### config.mk
export PLATFORM = sky130hd
export DESIGN_NAME = rtcm3_frame_crc_checker_top
export DESIGN_NICKNAME = d
export VERILOG_FILES = /design/src/design/rfcc_pkg.sv /design/src/design/rfcc_crc24q.sv /design/src/design/rfcc_frame_fsm.sv /design/src/design/rtcm3_frame_crc_checker_top.sv
export SDC_FILE = /design/constraint.sdc
export NUM_CORES = 1
export LEC_CHECK = 0
export ABC_AREA = 1
export BUFFER_PORTS_ARGS = -buffer_cell sky130_fd_sc_hd__buf_2
export CORE_MARGIN = 1.5
export CORE_UTILIZATION = 35
export CTS_BUF_LIST = sky130_fd_sc_hd__clkbuf_8 sky130_fd_sc_hd__clkbuf_16
export CTS_CLUSTER_DIAMETER = 50
export DETAILED_ROUTE_END_ITERATION = 8
export PLACE_DENSITY = 0.58
export RECOVER_POWER = 50
export REMOVE_ABC_BUFFERS = 1
export SLEW_MARGIN = 20
export SYNTH_ARGS = -nofsm -noshare
export SYNTH_HDL_FRONTEND = slang
export SYNTH_SLANG_ARGS = --single-unit
export TNS_END_PERCENT = 20
### constraint.sdc
create_clock -name clk -period 6.7 [get_ports clk]
set_input_delay 0.335 -clock clk [delete_from_list [all_inputs] [get_ports clk]]
set_output_delay 0.335 -clock clk [all_outputs]
set_load 0.01 [all_outputs]
### src/design/rfcc_pkg.sv
`timescale 1ns / 1ps
// Shared constants and types for the RTCM3 frame CRC checker.
// No dependencies; imported by every module of the block.
package rfcc_pkg;

  localparam int BYTE_W = 8;
  localparam int LEN_W = 10;
  localparam int CRC_W = 24;
  localparam int STATUS_W = 3;
  localparam int PHASE_W = 3;
  localparam int TIDX_W = 2;

  localparam logic [BYTE_W-1:0] SYNC_BYTE = 8'hD3;
  localparam logic [BYTE_W-1:0] RESERVED_MASK = 8'hFC;
  // CRC-24Q polynomial 0x1864CFB without its implicit top bit
  localparam logic [CRC_W-1:0] CRC_POLY = 24'h864CFB;

  // Frame parser phases
  localparam logic [PHASE_W-1:0] PH_SYNC = 3'd0;
  localparam logic [PHASE_W-1:0] PH_LEN_HI = 3'd1;
  localparam logic [PHASE_W-1:0] PH_LEN_LO = 3'd2;
  localparam logic [PHASE_W-1:0] PH_PAYLOAD = 3'd3;
  localparam logic [PHASE_W-1:0] PH_TRAILER = 3'd4;

  // Frame status codes
  localparam logic [STATUS_W-1:0] ST_OK = 3'd0;
  localparam logic [STATUS_W-1:0] ST_BAD_SYNC = 3'd1;
  localparam logic [STATUS_W-1:0] ST_RESERVED = 3'd2;
  localparam logic [STATUS_W-1:0] ST_CRC = 3'd3;
  localparam logic [STATUS_W-1:0] ST_TRUNCATED = 3'd4;

  // Trailer byte positions, most significant CRC byte first
  localparam logic [TIDX_W-1:0] TIDX_HI = 2'd0;
  localparam logic [TIDX_W-1:0] TIDX_MID = 2'd1;
  localparam logic [TIDX_W-1:0] TIDX_LO = 2'd2;

  typedef struct packed {
    logic                has_result;
    logic                frame_done;
    logic [STATUS_W-1:0] frame_status;
    logic [LEN_W-1:0]    payload_length;
    logic                buffer_done;
    logic                buffer_ok;
  } rfcc_result_t;

endpackage

### src/design/rfcc_crc24q.sv
`timescale 1ns / 1ps
// Byte-wide CRC-24Q update, purely combinational.
// Depends on rfcc_pkg for widths and the polynomial.
module rfcc_crc24q (
  input  logic [rfcc_pkg::CRC_W-1:0]  crc_in,
  input  logic [rfcc_pkg::BYTE_W-1:0] data,
  output logic [rfcc_pkg::CRC_W-1:0]  crc_out
);
  import rfcc_pkg::*;

  always_comb begin
    logic [CRC_W-1:0] c;
    c = crc_in ^ {data, {(CRC_W - BYTE_W){1'b0}}};
    for (int k = 0; k < BYTE_W; k++) begin
      if (c[CRC_W-1]) begin
        c = {c[CRC_W-2:0], 1'b0} ^ CRC_POLY;
      end else begin
        c = {c[CRC_W-2:0], 1'b0};
      end
    end
    crc_out = c;
  end

endmodule

### src/design/rfcc_frame_fsm.sv
`timescale 1ns / 1ps
// Frame parser: sync, header, payload and trailer tracking with the running CRC.
// Depends on rfcc_pkg and rfcc_crc24q.
module rfcc_frame_fsm (
  input  logic                        clk,
  input  logic                        rst,
  input  logic                        step,
  input  logic [rfcc_pkg::BYTE_W-1:0] data_byte,
  input  logic                        buffer_end,
  output rfcc_pkg::rfcc_result_t      result
);
  import rfcc_pkg::*;

  logic [PHASE_W-1:0] phase, phase_next;
  logic [LEN_W-1:0]   length_value, length_value_next;
  logic [LEN_W-1:0]   bytes_left, bytes_left_next;
  logic [CRC_W-1:0]   crc_register, crc_register_next;
  logic [TIDX_W-1:0]  trailer_index, trailer_index_next;
  logic               crc_mismatch_seen, crc_mismatch_seen_next;
  logic               discarding, discarding_next;
  logic               buffer_failed, buffer_failed_next;

  logic [CRC_W-1:0]   crc_in;
  logic [CRC_W-1:0]   crc_upd;

  // A sync byte restarts the CRC from zero
  assign crc_in = (phase == PH_LEN_HI || phase == PH_LEN_LO || phase == PH_PAYLOAD ||
                   phase == PH_TRAILER) ? crc_register : '0;

  rfcc_crc24q u_crc (
    .crc_in (crc_in),
    .data   (data_byte),
    .crc_out(crc_upd)
  );

  always_comb begin
    logic               fdone;
    logic [STATUS_W-1:0] status;
    logic [LEN_W-1:0]   plen;
    logic [LEN_W-1:0]   len_tmp;
    logic [BYTE_W-1:0]  expect_byte;
    logic               mism;

    phase_next = phase;
    length_value_next = length_value;
    bytes_left_next = bytes_left;
    crc_register_next = crc_register;
    trailer_index_next = trailer_index;
    crc_mismatch_seen_next = crc_mismatch_seen;
    discarding_next = discarding;
    buffer_failed_next = buffer_failed;
    fdone = 1'b0;
    status = ST_OK;
    plen = '0;
    len_tmp = '0;
    expect_byte = '0;
    mism = 1'b0;

    if (!discarding) begin
      unique case (phase)
        PH_LEN_HI: begin
          if ((data_byte & RESERVED_MASK) != '0) begin
            fdone = 1'b1;
            status = ST_RESERVED;
          end else begin
            length_value_next = {data_byte[1:0], {(LEN_W - 2){1'b0}}};
            crc_register_next = crc_upd;
            phase_next = PH_LEN_LO;
          end
        end
        PH_LEN_LO: begin
          len_tmp = length_value | {{(LEN_W - BYTE_W){1'b0}}, data_byte};
          length_value_next = len_tmp;
          crc_register_next = crc_upd;
          bytes_left_next = len_tmp;
          trailer_index_next = TIDX_HI;
          crc_mismatch_seen_next = 1'b0;
          phase_next = (len_tmp != '0) ? PH_PAYLOAD : PH_TRAILER;
        end
        PH_PAYLOAD: begin
          crc_register_next = crc_upd;
          bytes_left_next = bytes_left - LEN_W'(1);
          if (bytes_left_next == '0) begin
            phase_next = PH_TRAILER;
          end
        end
        PH_TRAILER: begin
          unique case (trailer_index)
            TIDX_HI:  expect_byte = crc_register[23:16];
            TIDX_MID: expect_byte = crc_register[15:8];
            TIDX_LO:  expect_byte = crc_register[7:0];
            default:  expect_byte = '0;
          endcase
          mism = crc_mismatch_seen | (expect_byte != data_byte);
          crc_mismatch_seen_next = mism;
          if (trailer_index >= TIDX_LO) begin
            fdone = 1'b1;
            status = mism ? ST_CRC : ST_OK;
            plen = length_value;
            phase_next = PH_SYNC;
            trailer_index_next = TIDX_HI;
          end else begin
            trailer_index_next = trailer_index + TIDX_W'(1);
          end
        end
        default: begin
          if (data_byte != SYNC_BYTE) begin
            fdone = 1'b1;
            status = ST_BAD_SYNC;
          end else begin
            length_value_next = '0;
            bytes_left_next = '0;
            trailer_index_next = TIDX_HI;
            crc_mismatch_seen_next = 1'b0;
            crc_register_next = crc_upd;
            phase_next = PH_LEN_HI;
          end
        end
      endcase

      if (fdone && status != ST_OK) begin
        discarding_next = 1'b1;
        buffer_failed_next = 1'b1;
      end
      if (buffer_end && !fdone && phase_next != PH_SYNC) begin
        fdone = 1'b1;
        status = ST_TRUNCATED;
        plen = (phase_next == PH_PAYLOAD || phase_next == PH_TRAILER) ?
               length_value_next : '0;
        buffer_failed_next = 1'b1;
      end
    end

    result.has_result = fdone | buffer_end;
    result.frame_done = fdone;
    result.frame_status = status;
    result.payload_length = plen;
    result.buffer_done = buffer_end;
    result.buffer_ok = buffer_end & ~buffer_failed_next;

    // The buffer's last byte returns everything to the idle state
    if (buffer_end) begin
      phase_next = PH_SYNC;
      length_value_next = '0;
      bytes_left_next = '0;
      crc_register_next = '0;
      trailer_index_next = TIDX_HI;
      crc_mismatch_seen_next = 1'b0;
      discarding_next = 1'b0;
      buffer_failed_next = 1'b0;
    end
  end

  always_ff @(posedge clk) begin
    if (rst) begin
      phase <= PH_SYNC;
      length_value <= '0;
      bytes_left <= '0;
      crc_register <= '0;
      trailer_index <= TIDX_HI;
      crc_mismatch_seen <= 1'b0;
      discarding <= 1'b0;
      buffer_failed <= 1'b0;
    end else if (step) begin
      phase <= phase_next;
      length_value <= length_value_next;
      bytes_left <= bytes_left_next;
      crc_register <= crc_register_next;
      trailer_index <= trailer_index_next;
      crc_mismatch_seen <= crc_mismatch_seen_next;
      discarding <= discarding_next;
      buffer_failed <= buffer_failed_next;
    end
  end

endmodule

### src/design/rtcm3_frame_crc_checker_top.sv
`timescale 1ns / 1ps
// Top level of the RTCM3 frame CRC checker: input register, frame parser, result register.
// Depends on rfcc_pkg and rfcc_frame_fsm.
//
//   channel | handshake           | payload
//   --------+---------------------+----------------------------------------------
//   input   | in_valid / in_ready | data_byte, buffer_end
//   output  | out_valid/out_ready | frame_done, frame_status, payload_length,
//           |                     | buffer_done, buffer_ok
//
// One byte per cycle sustained unless the result stalls; a byte passes from the input
// register to the result register, with the CRC update and frame logic between the two.
// Bytes that end neither a frame nor the buffer give no result transfer.
// Synchronous reset returns the parser to waiting for a sync byte and empties both registers.
// A stalled result holds the input register; a new byte still enters while the result waits
// as long as the input register is free.
module rtcm3_frame_crc_checker_top (
  input  logic                          clk,
  input  logic                          rst,
  input  logic                          in_valid,
  output logic                          in_ready,
  input  logic [rfcc_pkg::BYTE_W-1:0]   data_byte,
  input  logic                          buffer_end,
  output logic                          out_valid,
  input  logic                          out_ready,
  output logic                          frame_done,
  output logic [rfcc_pkg::STATUS_W-1:0] frame_status,
  output logic [rfcc_pkg::LEN_W-1:0]    payload_length,
  output logic                          buffer_done,
  output logic                          buffer_ok
);
  import rfcc_pkg::*;

  logic              in_full;
  logic [BYTE_W-1:0] in_byte;
  logic              in_last;
  logic              step;
  rfcc_result_t      result;

  // Process the held byte when the result register is free or being drained
  assign step = in_full & (~out_valid | out_ready);
  assign in_ready = ~in_full | step;

  always_ff @(posedge clk) begin
    if (rst) begin
      in_full <= 1'b0;
    end else if (in_ready) begin
      in_full <= in_valid;
    end
  end

  always_ff @(posedge clk) begin
    if (in_valid && in_ready) begin
      in_byte <= data_byte;
      in_last <= buffer_end;
    end
  end

  rfcc_frame_fsm u_fsm (
    .clk       (clk),
    .rst       (rst),
    .step      (step),
    .data_byte (in_byte),
    .buffer_end(in_last),
    .result    (result)
  );

  always_ff @(posedge clk) begin
    if (rst) begin
      out_valid <= 1'b0;
    end else if (step) begin
      out_valid <= result.has_result;
    end else if (out_ready) begin
      out_valid <= 1'b0;
    end
  end

  always_ff @(posedge clk) begin
    if (step && result.has_result) begin
      frame_done <= result.frame_done;
      frame_status <= result.frame_status;
      payload_length <= result.payload_length;
      buffer_done <= result.buffer_done;
      buffer_ok <= result.buffer_ok;
    end
  end

`ifndef NO_ASSERTIONS
  a_result_has_event: assert property (@(posedge clk) disable iff (rst)
    out_valid |-> (frame_done || buffer_done))
    else $error("result without frame or buffer event");

  a_idle_frame_fields: assert property (@(posedge clk) disable iff (rst)
    (out_valid && !frame_done) |-> (frame_status == ST_OK && payload_length == '0))
    else $error("frame fields set without frame_done");

  a_ok_only_at_end: assert property (@(posedge clk) disable iff (rst)
    (out_valid && !buffer_done) |-> !buffer_ok)
    else $error("buffer_ok outside buffer end");

  a_header_fail_no_len: assert property (@(posedge clk) disable iff (rst)
    (out_valid && frame_done && (frame_status == ST_BAD_SYNC ||
     frame_status == ST_RESERVED)) |-> (payload_length == '0 && !buffer_ok))
    else $error("header failure carries length or passing verdict");

  a_step_only_with_data: assert property (@(posedge clk) disable iff (rst)
    (step && result.has_result) |=> out_valid)
    else $error("result lost at output register");
`endif

endmodule

* Yosys cells after proc, flatten, opt, wreduce, memory -nomap -nowiden *
Cells that the tools add are included.
Widths: inputs -> output; s select.

storage, ports and cells
  memory bits (writable) = 0
  ROM bits = 0
  flip-flop bits (word level) = 79
  output and inout bits = 18
  memories kept = 0
  word-level logic and storage cells = 155
  latch bits = 0
  bits of input ports = 13

operators by class
  $lt $le $gt $ge = 1
  shifts and indexed selects = 0
  $add $sub $neg = 2
  equality and inequality tests = 18
  multiplexer cells = 71
  bitwise logic cells = 19
  reductions and logical operators = 26
  multipliers = 0
  div/mod/pow operators = 0

operator list
  operator               number
  $mux 24                13
  $mux 10                11
  $not 13->13            8
  $pmux 24 s3            1
  $pmux 10 s3            2
  $mux 3                 11
  $pmux 8 s3             1
  $xor 24x24->24         1
  $mux 1                 19
  $mux 8                 2
  $mux 2                 6
  $pmux 3 s4             1
  $logic_not 10->1       1
  $or 10x8->10           1
  $reduce_bool 10->1     1
  $reduce_or 2->1        5
  $sub 10x1->10 const B  1
  $eq 3x2->1 const B     3
  $pmux 3 s3             1
  $ne 4x2->1 const B     2
  $ne 8x8->1             1
  $ne 8x8->1 const B     1
  $reduce_and 4->1       2
  $reduce_bool 8->1      1
  23 further kinds       41

* Depth between registers and ports, before layout *
Gate-level depths: netlist of run 1.

  word-level depth = 26
  gate-level depth with buffers = 17
  gate-level depth less buffers = 17

* By module *
A second synthesis of run 1 with hierarchy kept.

unflattened totals
  cells, all modules = 755
  area total of the unflattened synthesis = 5416.4 um^2

modules (own cells, without submodules)
  module                       times used  area each (um^2)  cells an instance  seq. area each (um^2)
  rfcc_frame_fsm               1           3478.3            568                1041.0
  rfcc_crc24q                  1           1082.3            144                0.0
  rtcm3_frame_crc_checker_top  1           855.8             43                 790.8

* Worst setup path before layout of run 1 *
OpenSTA, ideal clock, no wires.

  kind = reg-to-reg
  start = register in_byte[6]
  end = register buffer_done, enable pin
  path buffers = 0
  stages on the path, launching flop included = 10
  library setup time = 413 ps
  path slack = 3888 ps
  data arrival time = 2399 ps
  required time = 6287 ps
  period minus slack after synthesis = 2812 ps
  cells stage by stage = edfxtp_1 > inv_1 > nor4_1 > nand4_1 > inv_2 > nor2_1 > nor3_1 > nand2_1 > nand2_1 > o21ai_0

on the way
  word-level cells in the longest chain between the ends = 11
  elaborated cells between the ends (all ways) = 21
  those cells by class = eq/ne (1); mux (11); bitwise (2); reduce/logical (7)

RTL lines
  what                                                    line                                         RTL
  start: declaration                                      rtcm3_frame_crc_checker_top.sv:35            logic [BYTE_W-1:0] in_byte;
  start signal: assignment                                rtcm3_frame_crc_checker_top.sv:54            in_byte <= data_byte;
  $or 10x8->10 (tied with other cells)                    rfcc_frame_fsm.sv:72                         len_tmp = length_value | {{(LEN_W - BYTE_W){1'b0}}, data_byte};
  $reduce_bool 10->1 (tied with other cells)              rfcc_frame_fsm.sv:78                         phase_next = (len_tmp != '0) ? PH_PAYLOAD : PH_TRAILER;
  $mux 3 or $pmux 1 s3 (tied branches)                    rfcc_frame_fsm.sv:78, rfcc_frame_fsm.sv:60
  $pmux 3 s4 or $mux 1 (tied branches)                    rfcc_frame_fsm.sv:60, rfcc_frame_fsm.sv:59
  $mux 3 or $logic_not 1->1 (tied branches)               rfcc_frame_fsm.sv:59, rfcc_frame_fsm.sv:125
  $reduce_bool 3->1 or $logic_and 1x1->1 (tied branches)  rfcc_frame_fsm.sv:125                        if (buffer_end && !fdone && phase_next != PH_SYNC) begin
  $logic_and 1x1->1                                       rfcc_frame_fsm.sv:125
  $mux 1 (*)                                              rfcc_frame_fsm.sv:125
  $mux 1 (*)                                              rfcc_frame_fsm.sv:59                         if (!discarding) begin
  $or 1x1->1 (*)                                          rfcc_frame_fsm.sv:134                        result.has_result = fdone | buffer_end;
  $logic_and 1x1->1 (*)                                   rtcm3_frame_crc_checker_top.sv:79            if (step && result.has_result) begin
  end signal: assignment                                  rtcm3_frame_crc_checker_top.sv:83            buffer_done <= result.buffer_done;
  end: declaration                                        rtcm3_frame_crc_checker_top.sv:29            output logic buffer_done,

Mark *: on every way between the ends. The rest lies on a longest branch, timed or not. The select of a mux whose other input is x is not followed.
A chain may end at the register's enable or synchronous reset.

* Worst setup path after layout of run 1 *
  start = register u_fsm.phase[0]
  end = register u_fsm.crc_register[11]

on the way
  word-level cells in the longest chain between the ends = 24
  elaborated cells between the ends (all ways) = 35
  those cells by class = eq/ne (7); mux (14); bitwise (9); reduce/logical (5)

RTL lines
  what                                      line                                         RTL
  start: declaration                        rfcc_frame_fsm.sv:14                         logic [PHASE_W-1:0] phase, phase_next;
  start signal: assignment                  rfcc_frame_fsm.sv:165                        phase <= phase_next;
  $eq 3x1->1 or $eq 3x2->1 (tied branches)  rfcc_frame_fsm.sv:27, rfcc_frame_fsm.sv:60
  $logic_or 1x1->1 (3 in series)            rfcc_frame_fsm.sv:27                         assign crc_in = (phase == PH_LEN_HI || phase == PH_LEN_LO || phase == PH_PAYLOAD ||
  $mux 24                                   rfcc_frame_fsm.sv:28                         phase == PH_TRAILER) ? crc_register : '0;
  $xor 24x24->24                            rfcc_crc24q.sv:13                            c = crc_in ^ {data, {(CRC_W - BYTE_W){1'b0}}};
  $not 13->13 (no line)                     n/a
  $mux 24                                   rfcc_crc24q.sv:15                            if (c[CRC_W-1]) begin
  $not 13->13 (no line)                     n/a
  $mux 24                                   rfcc_crc24q.sv:15
  (+6 left out)                             n/a
  $not 13->13 (no line)                     n/a
  $mux 24                                   rfcc_crc24q.sv:15
  $not 13->13 (no line)                     n/a
  $mux 24                                   rfcc_crc24q.sv:15
  $mux 24, on equally long branches         rfcc_frame_fsm.sv:107, rfcc_frame_fsm.sv:62
  $pmux 24 s3                               rfcc_frame_fsm.sv:60                         unique case (phase)
  $mux 24                                   rfcc_frame_fsm.sv:59
  $mux 24                                   rfcc_frame_fsm.sv:142                        if (buffer_end) begin
  end signal: assignment                    rfcc_frame_fsm.sv:168                        crc_register <= crc_register_next;
  end: declaration                          rfcc_frame_fsm.sv:17                         logic [CRC_W-1:0] crc_register, crc_register_next;

Several ways; a longest one is shown, not always the timed one. The select of a mux whose other input is x is not followed.

==> out/results.txt, run 1 <==
Final standard cell utilization of the core -> 40.01%
Die span in y -> 121.8 µm
Main flop type after synthesis -> sky130_fd_sc_hd__dfxtp_1
Switching share of total power -> 29.36%
WP data arrival -> 3.06 ns
Clock edge transition at the registers on the reported setup and hold paths -> 0.07 ns
Min Clock Period, post-route -> 2.947 ns
Total I/O pin count -> 31
CTS Hold Buffers Added -> 0
Sinks on the clock net -> 79
Reg2Reg Depth -> 12
Cells taking the most area after synthesis -> sky130_fd_sc_hd__dfxtp_1, sky130_fd_sc_hd__edfxtp_1, sky130_fd_sc_hd__nand2_1
Avg Inst Size Synth -> 7.227 µm²
Vias/cell -> 5.185
Fin nets -> 724
Slack of the worst reg-to-reg path -> 3.75 ns
Transition time of the tightest slew-check pin -> 2.554 ns
Total global-route track usage -> 19.40%
Post-synth cell types -> 40
Maximum clock rate -> 339.3 MHz
Total length of routed wires -> 13490 µm
Violated checks -> max-capacitance violations, max-slew violations
Sequential Power Share -> 45.4%
Iteration count of the initial detailed-routing pass -> 5
Top cell types by occurrence after synthesis -> sky130_fd_sc_hd__nand2_1, sky130_fd_sc_hd__a21oi_1, sky130_fd_sc_hd__inv_1
Max VDD drop -> 104.3 µV
Total number of yosys warnings -> 0
Final HPWL from detailed placement -> 10130 µm
Worst slew margin relative to its limit -> -70.25%
Final setup skew -> 0.009248 ns
Most instantiated library cell after synthesis -> sky130_fd_sc_hd__nand2_1
TritonCTS clock tree -> built
Yosys top cell by area -> sky130_fd_sc_hd__dfxtp_1
Sw power -> 340.8 µW
Die W -> 121.8 µm
Number of enable flip-flop cells after synthesis -> 25
Min-delay worst type -> input pin to register
Ratio of cells with drive above 1 in the final layout -> 10.92%
Clock insertion delay at the later pin of the skew report -> 0.35 ns
Post-synthesis instance area -> 4936 µm²
Count of input and output buffers -> 30
ANT nets after route -> 0
Area of the core -> 13830 µm²
Post-Route Setup TNS -> 0 ns
Final Wtd Congestion -> 0.9627
Number of post-CTS setup repair buffers -> 0
Critical R2R Launch -> u_fsm.phase[0]
Starting Density -> 35.70%
Internal Power -> 819.9 µW
Synthesis-to-layout area growth -> 12.09%
Startpoint class of the critical path -> register
Antenna diode count -> 0
Post-Syn Instances -> 683
#FFs+latches synth -> 79
Global-route wire length before repair -> 22380 µm
Cells after DPL -> 878
Crit path kind -> register to register
Number of buffers added by the clock tree synthesis step -> 9
Initial antenna violation count -> 0
Number of levels in the clock H-tree -> 3
Initial detailed-routing violation count -> 334
Outcome -> finished with violations
Async S/R FF share, synth -> 0%
Depth of the worst hold-timing path -> 1
CP Data Required Time -> 6.81 ns
Number of fill cells -> 1425
Hold violation count in the final report -> 0
Average detailed-routed wire length per instance -> 15.09 µm
Static power due to leakage -> 0.002028 µW
Worst setup EP type -> register
Portion of the post-synthesis area used by sequential elements -> 37.11%
Maximum number of pins on one net before global-route repair -> 54
Remaining global-route overflow -> 0
PostCTS Resize Cnt -> 0
Footprint of the multi-input gates -> 2758 µm²
Total power density per cell area -> 209.8 nW/µm²
Sequential standard cell area -> 1832 µm²
Start point of the worst min-delay path -> buffer_end
Crit share post-route -> 43.98%
Endpoint of the worst hold path -> in_last
Maximum number of buffers from clock root to sink -> 2
Critical-path maximum fanout -> 33
Routed via count -> 4635
Number of pins with negative max-slew slack in the final report -> 54
Via count of the first global-routing pass -> 4490
Core Rows -> 43
Clock power frac -> 40.2%
Number of cells in the finished layout apart from fillers -> 894
Comb pwr share -> 14.4%
Root buffer selected by CTS -> sky130_fd_sc_hd__clkbuf_16
Setup violations, final -> 0
DRC violation count after routing -> 0
Yosys top cell area share -> 21.90%
Setup repair after global routing missed its margin -> no
R2R Path End -> u_fsm.crc_register[11]
Total of max-cap violations -> 1
Die outline area -> 14820 µm²
registers in the layout, summed over array words and instances (netlist names), 2 cells and up:
register	flops
frame_status	3
u_fsm.crc_register	24
u_fsm.length_value	10
u_fsm.bytes_left	10
payload_length	10
u_fsm.trailer_index	2
u_fsm.phase	3
in_byte	8
kinds of logic after synthesis:
| family | count (synthesis) | synth area share, % |
|---|---|---|
| AND/OR/NAND/NOR | 334 | 30.70 |
| AO/OA/AOI/OAI | 127 | 14.17 |
| buffers and inverters | 96 | 7.478 |
| flip-flops | 79 | 37.11 |
| XOR/XNOR | 45 | 10.04 |
| adder cells (fa/ha/maj) | 2 | 0.5069 |
power groups by stage:
stage | clock (µW) | sequential (µW) | combinational (µW)
6_report | 467 | 527 | 167
5_1_grt | 499 | 528 | 186
4_1_cts | 476 | 526 | 168
3_5_place_dp | 0 | 537 | 167
3_3_place_gp | 0 | 536 | 163
2_1_floorplan | 0 | 535 | 116
cell usage in the layout (no fill, tap or decap), drive strengths merged:
cell and n:
nand2 190, inv 81, a21oi 69, nor2 60, nand3 55, dfxtp 54
o21ai 30, xor2 30, clkbuf 28, edfxtp 25, xnor2 15, o22ai 14
buf 13, nand4 9, nor3 8, nand3b 6, or2 5, a211oi 4
o211ai 3, clkinv 3, o221ai 2, a2bb2oi 2, ha 2, clkinvlp 2
nor4 1, a41oi 1, o31ai 1, o311ai 1
metrics by stage:
step	cell area [µm²]	total power (µW)	setup slack, ns	hold WS [ns]
finish	5533	1161	3.753	0.1576
global route	5533	1213	3.399	0.1502
CTS	5553	1171	3.806	0.1513
detailed placement	5273	703.8	3.851	0.4511
global placement	5261	699.4	3.754	0.4531
floorplan	4863	651.0	3.600	0.4041
area by class of cell:
type | instances | share of cell area (%)
Clock buffer | 9 | 4.071
Clock inverter | 7 | 0.9950
Inverter | 79 | 5.360
Multi-Input combinational cell | 508 | 49.84
Sequential cell | 79 | 33.11
Tap cell | 180 | 4.071
Timing Repair Buffer | 32 | 2.555
how the worst max path moves through the flow:
stage | end | start | cells past startpoint
after floorplan | u_fsm.crc_register[18] | in_byte[3] | 11
after detailed placement | u_fsm.crc_register[11] | u_fsm.phase[0] | 12
after global placement | u_fsm.crc_register[16] | in_byte[6] | 11
after CTS | u_fsm.crc_register[11] | u_fsm.phase[0] | 12
final | u_fsm.crc_register[11] | u_fsm.phase[0] | 12
after global routing | payload_length[6] | in_byte[6] | 10
worst max-delay path, cell delays in order (launching register included):
cell and delay, ns:
sky130_fd_sc_hd__dfxtp_1 0.37, sky130_fd_sc_hd__nor2_2 0.19, sky130_fd_sc_hd__nand2_4 0.10, sky130_fd_sc_hd__nand2_4 0.32, sky130_fd_sc_hd__nand2_1 0.15, sky130_fd_sc_hd__xor2_2 0.47
sky130_fd_sc_hd__inv_1 0.14, sky130_fd_sc_hd__nand3_2 0.16, sky130_fd_sc_hd__nand2_1 0.15, sky130_fd_sc_hd__xor2_1 0.37, sky130_fd_sc_hd__xnor2_1 0.13, sky130_fd_sc_hd__nand2_1 0.08
sky130_fd_sc_hd__a21oi_1 0.06
metal layers:
layer	share of wire [%]	routed length (µm)	GRT usage, %	vias up
met5	0	0	0	-
li1	-	-	-	2301
met4	1.9	253	8.235	0
met3	5.6	758	3.324	20
met2	45	6084	29.95	137
met1	47	6393	26.72	2177
(Power assumes the default switching activity.)
==> inputs of run 2 (changes only) <==
- PLACE_DENSITY: 0.58 -> 0.6
- clock period: 6.7 -> 2.4 ns (I/O delays scaled with it)
==> out/results.txt, run 2 (synthesis gave the netlist of run 1 again) <==
CP Data Required Time -> 2.62 ns
Average detailed-routed wire length per instance -> 14.41 µm
Sw power -> 950.5 µW
Final setup skew -> 0.006288 ns
Sequential Power Share -> 41.7%
Max VDD drop -> 427.2 µV
Starting Density -> 35.70%
Number of fill cells -> 1404
Area of the core -> 13830 µm²
Synthesis-to-layout area growth -> 23.98%
Post-layout power -> 3498 µW
Switching share of total power -> 27.17%
Crit-path max cell delay -> 0.36 ns
TritonCTS clock tree -> built
Total global-route track usage -> 19.70%
Maximum clock rate -> 435.5 MHz
Count of input and output buffers -> 30
Antenna diode count -> 0
Number of levels in the clock H-tree -> 3
Maximum number of pins on one net before global-route repair -> 25
Outcome -> finished, final reports clean
Initial detailed-routing violation count -> 352
Clock edge transition at the registers on the reported setup and hold paths -> 0.06 ns
Flip-flop count of the largest register, all copies and words added -> 24
ANT nets after route -> 0
Crit path kind -> register to register
Total power density per cell area -> 571.7 nW/µm²
Critical-path maximum fanout -> 14
CP cell instances -> o21ai_4 > nand2_8 > nand2_1 > nand2_1 > nand2_2 > nand2_2 > nand2_2 > nand2_2 > nand3_1 > nand3_2 > nand2_4 > nand2_1 > nand3_2 > nand3_1 > nand3_1 > a21oi_1
Hold violation count in the final report -> 0
Die span in y -> 121.8 µm
Min-delay worst type -> input pin to register
Final HPWL from detailed placement -> 10340 µm
Clock power frac -> 42.8%
Root buffer selected by CTS -> sky130_fd_sc_hd__clkbuf_16
Leading cell types in the layout, fill and taps excluded -> sky130_fd_sc_hd__nand2_1, sky130_fd_sc_hd__a21oi_1, sky130_fd_sc_hd__inv_1
Most common cell after layout, fill and taps aside -> sky130_fd_sc_hd__nand2_1
Final standard cell utilization of the core -> 44.26%
Ratio of cells with drive above 1 in the final layout -> 18.16%
DRC violation count after routing -> 0
Number of pins with negative max-slew slack in the final report -> 0
Total length of routed wires -> 13710 µm
Vias/cell -> 4.995
Remaining global-route overflow -> 0
Iteration count of the initial detailed-routing pass -> 8
Comb pwr share -> 15.5%
Initial antenna violation count -> 0
Footprint of the multi-input gates -> 2854 µm²
Transition time of the tightest slew-check pin -> 0.5206 ns
Internal Power -> 2548 µW
Crit share post-route -> 95.66%
Worst slew margin relative to its limit -> 65.29%
Global-route wire length before repair -> 22610 µm
Worst setup EP type -> register
Startpoint class of the critical path -> register
Number of buffers added by the clock tree synthesis step -> 9
Core Rows -> 43
Sinks on the clock net -> 79
Final Wtd Congestion -> 0.9329
Setup violations, final -> 0
Critical path's slowest cell -> sky130_fd_sc_hd__dfxtp_2
Die W -> 121.8 µm
Maximum number of buffers from clock root to sink -> 2
Routed via count -> 4750
Total of max-cap violations -> 0
WP data arrival -> 2.51 ns
Sequential standard cell area -> 1837 µm²
Clock insertion delay at the later pin of the skew report -> 0.35 ns
Die outline area -> 14820 µm²
Register name with the most flops -> u_fsm.crc_register
Min Clock Period, post-route -> 2.296 ns
Setup repair after global routing missed its margin -> yes
Via count of the first global-routing pass -> 4383
Cell mode on critical path -> sky130_fd_sc_hd__nand2_2
Total I/O pin count -> 31
Static power due to leakage -> 0.002341 µW
Fin nets -> 781
[run 2: cell types whose count changed in the layout (fill, tap and decap cells not counted), sizes merged]
cell / previous run / this run
bufinv: 0 / 2
clkinv: 3 / 1
clkbuf: 28 / 29
dlygate4sd3: 0 / 9
buf: 13 / 60
[run 2: critical path, delay by kind of cell, from the launching register on]
family | cells | cell delay [ns]
AOI/OAI and AO/OA | 2 | 0.31
DFF | 1 | 0.36
and+or+nand+nor | 14 | 1.49
[run 2: per-stage QoR]
stage	setup WS, ns	cell area (µm²)	std cells	hold WS [ns]	TNS [ns]
3_3_place_gp	0.09645	5599	923	0.2987	0
4_1_cts	0.06353	6011	948	0.03298	0
5_1_grt	-0.07491	6120	951	0.06195	-0.4086
3_5_place_dp	0.09241	5599	923	0.2985	0
6_report	0.1040	6120	951	0.03939	0
2_1_floorplan	-0.6997	4863	666	0.1891	-18.55
[run 2: repair_timing]
action	in CTS	in global routing
gates resized for setup	0	23
setup buffers	0	3
hold endpoints to repair	9	0
hold buffers	9	0
endpoints found under the setup margin	0	41
[run 2: power by group through the flow]
stage,Combinational [µW],Clock (µW),Sequential (µW)
finish,544,1500,1460
global route,605,1570,1460
detailed placement,517,0,1490
floorplan,323,0,1490
global placement,516,0,1490
CTS,531,1520,1460
[run 2: layer usage]
| layer | up-vias | GRT usage, % | wire length [µm] |
|---|---|---|---|
| li1 | 2406 | - | - |
| met4 | 0 | 7.426 | 316 |
| met5 | - | 0 | 0 |
| met1 | 2147 | 28.97 | 6741 |
| met2 | 172 | 28.86 | 5781 |
| met3 | 25 | 3.090 | 866 |
[run 2: path summary, 6_finish.rpt]
check                                         start                endpoint  slack, ns  cells after the start
worst max register to register       u_fsm.phase[1]  u_fsm.crc_register[10]       0.10                     16
worst min-delay path                       in_valid                 in_full       0.04                      3
worst max-delay path                 u_fsm.phase[1]  u_fsm.crc_register[10]       0.10                     16
worst min register to register  u_fsm.bytes_left[7]     u_fsm.bytes_left[7]       0.46                      2
[run 2: area by class of cell]
| class | instances | share of cell area, % |
|---|---|---|
| Clock buffer | 9 | 3.680 |
| Tap cell | 180 | 3.680 |
| Clock inverter | 7 | 1.574 |
| Multi-Input combinational cell | 508 | 46.64 |
| Timing Repair Buffer | 89 | 9.569 |
| Inverter | 79 | 4.846 |
| Sequential cell | 79 | 30.01 |
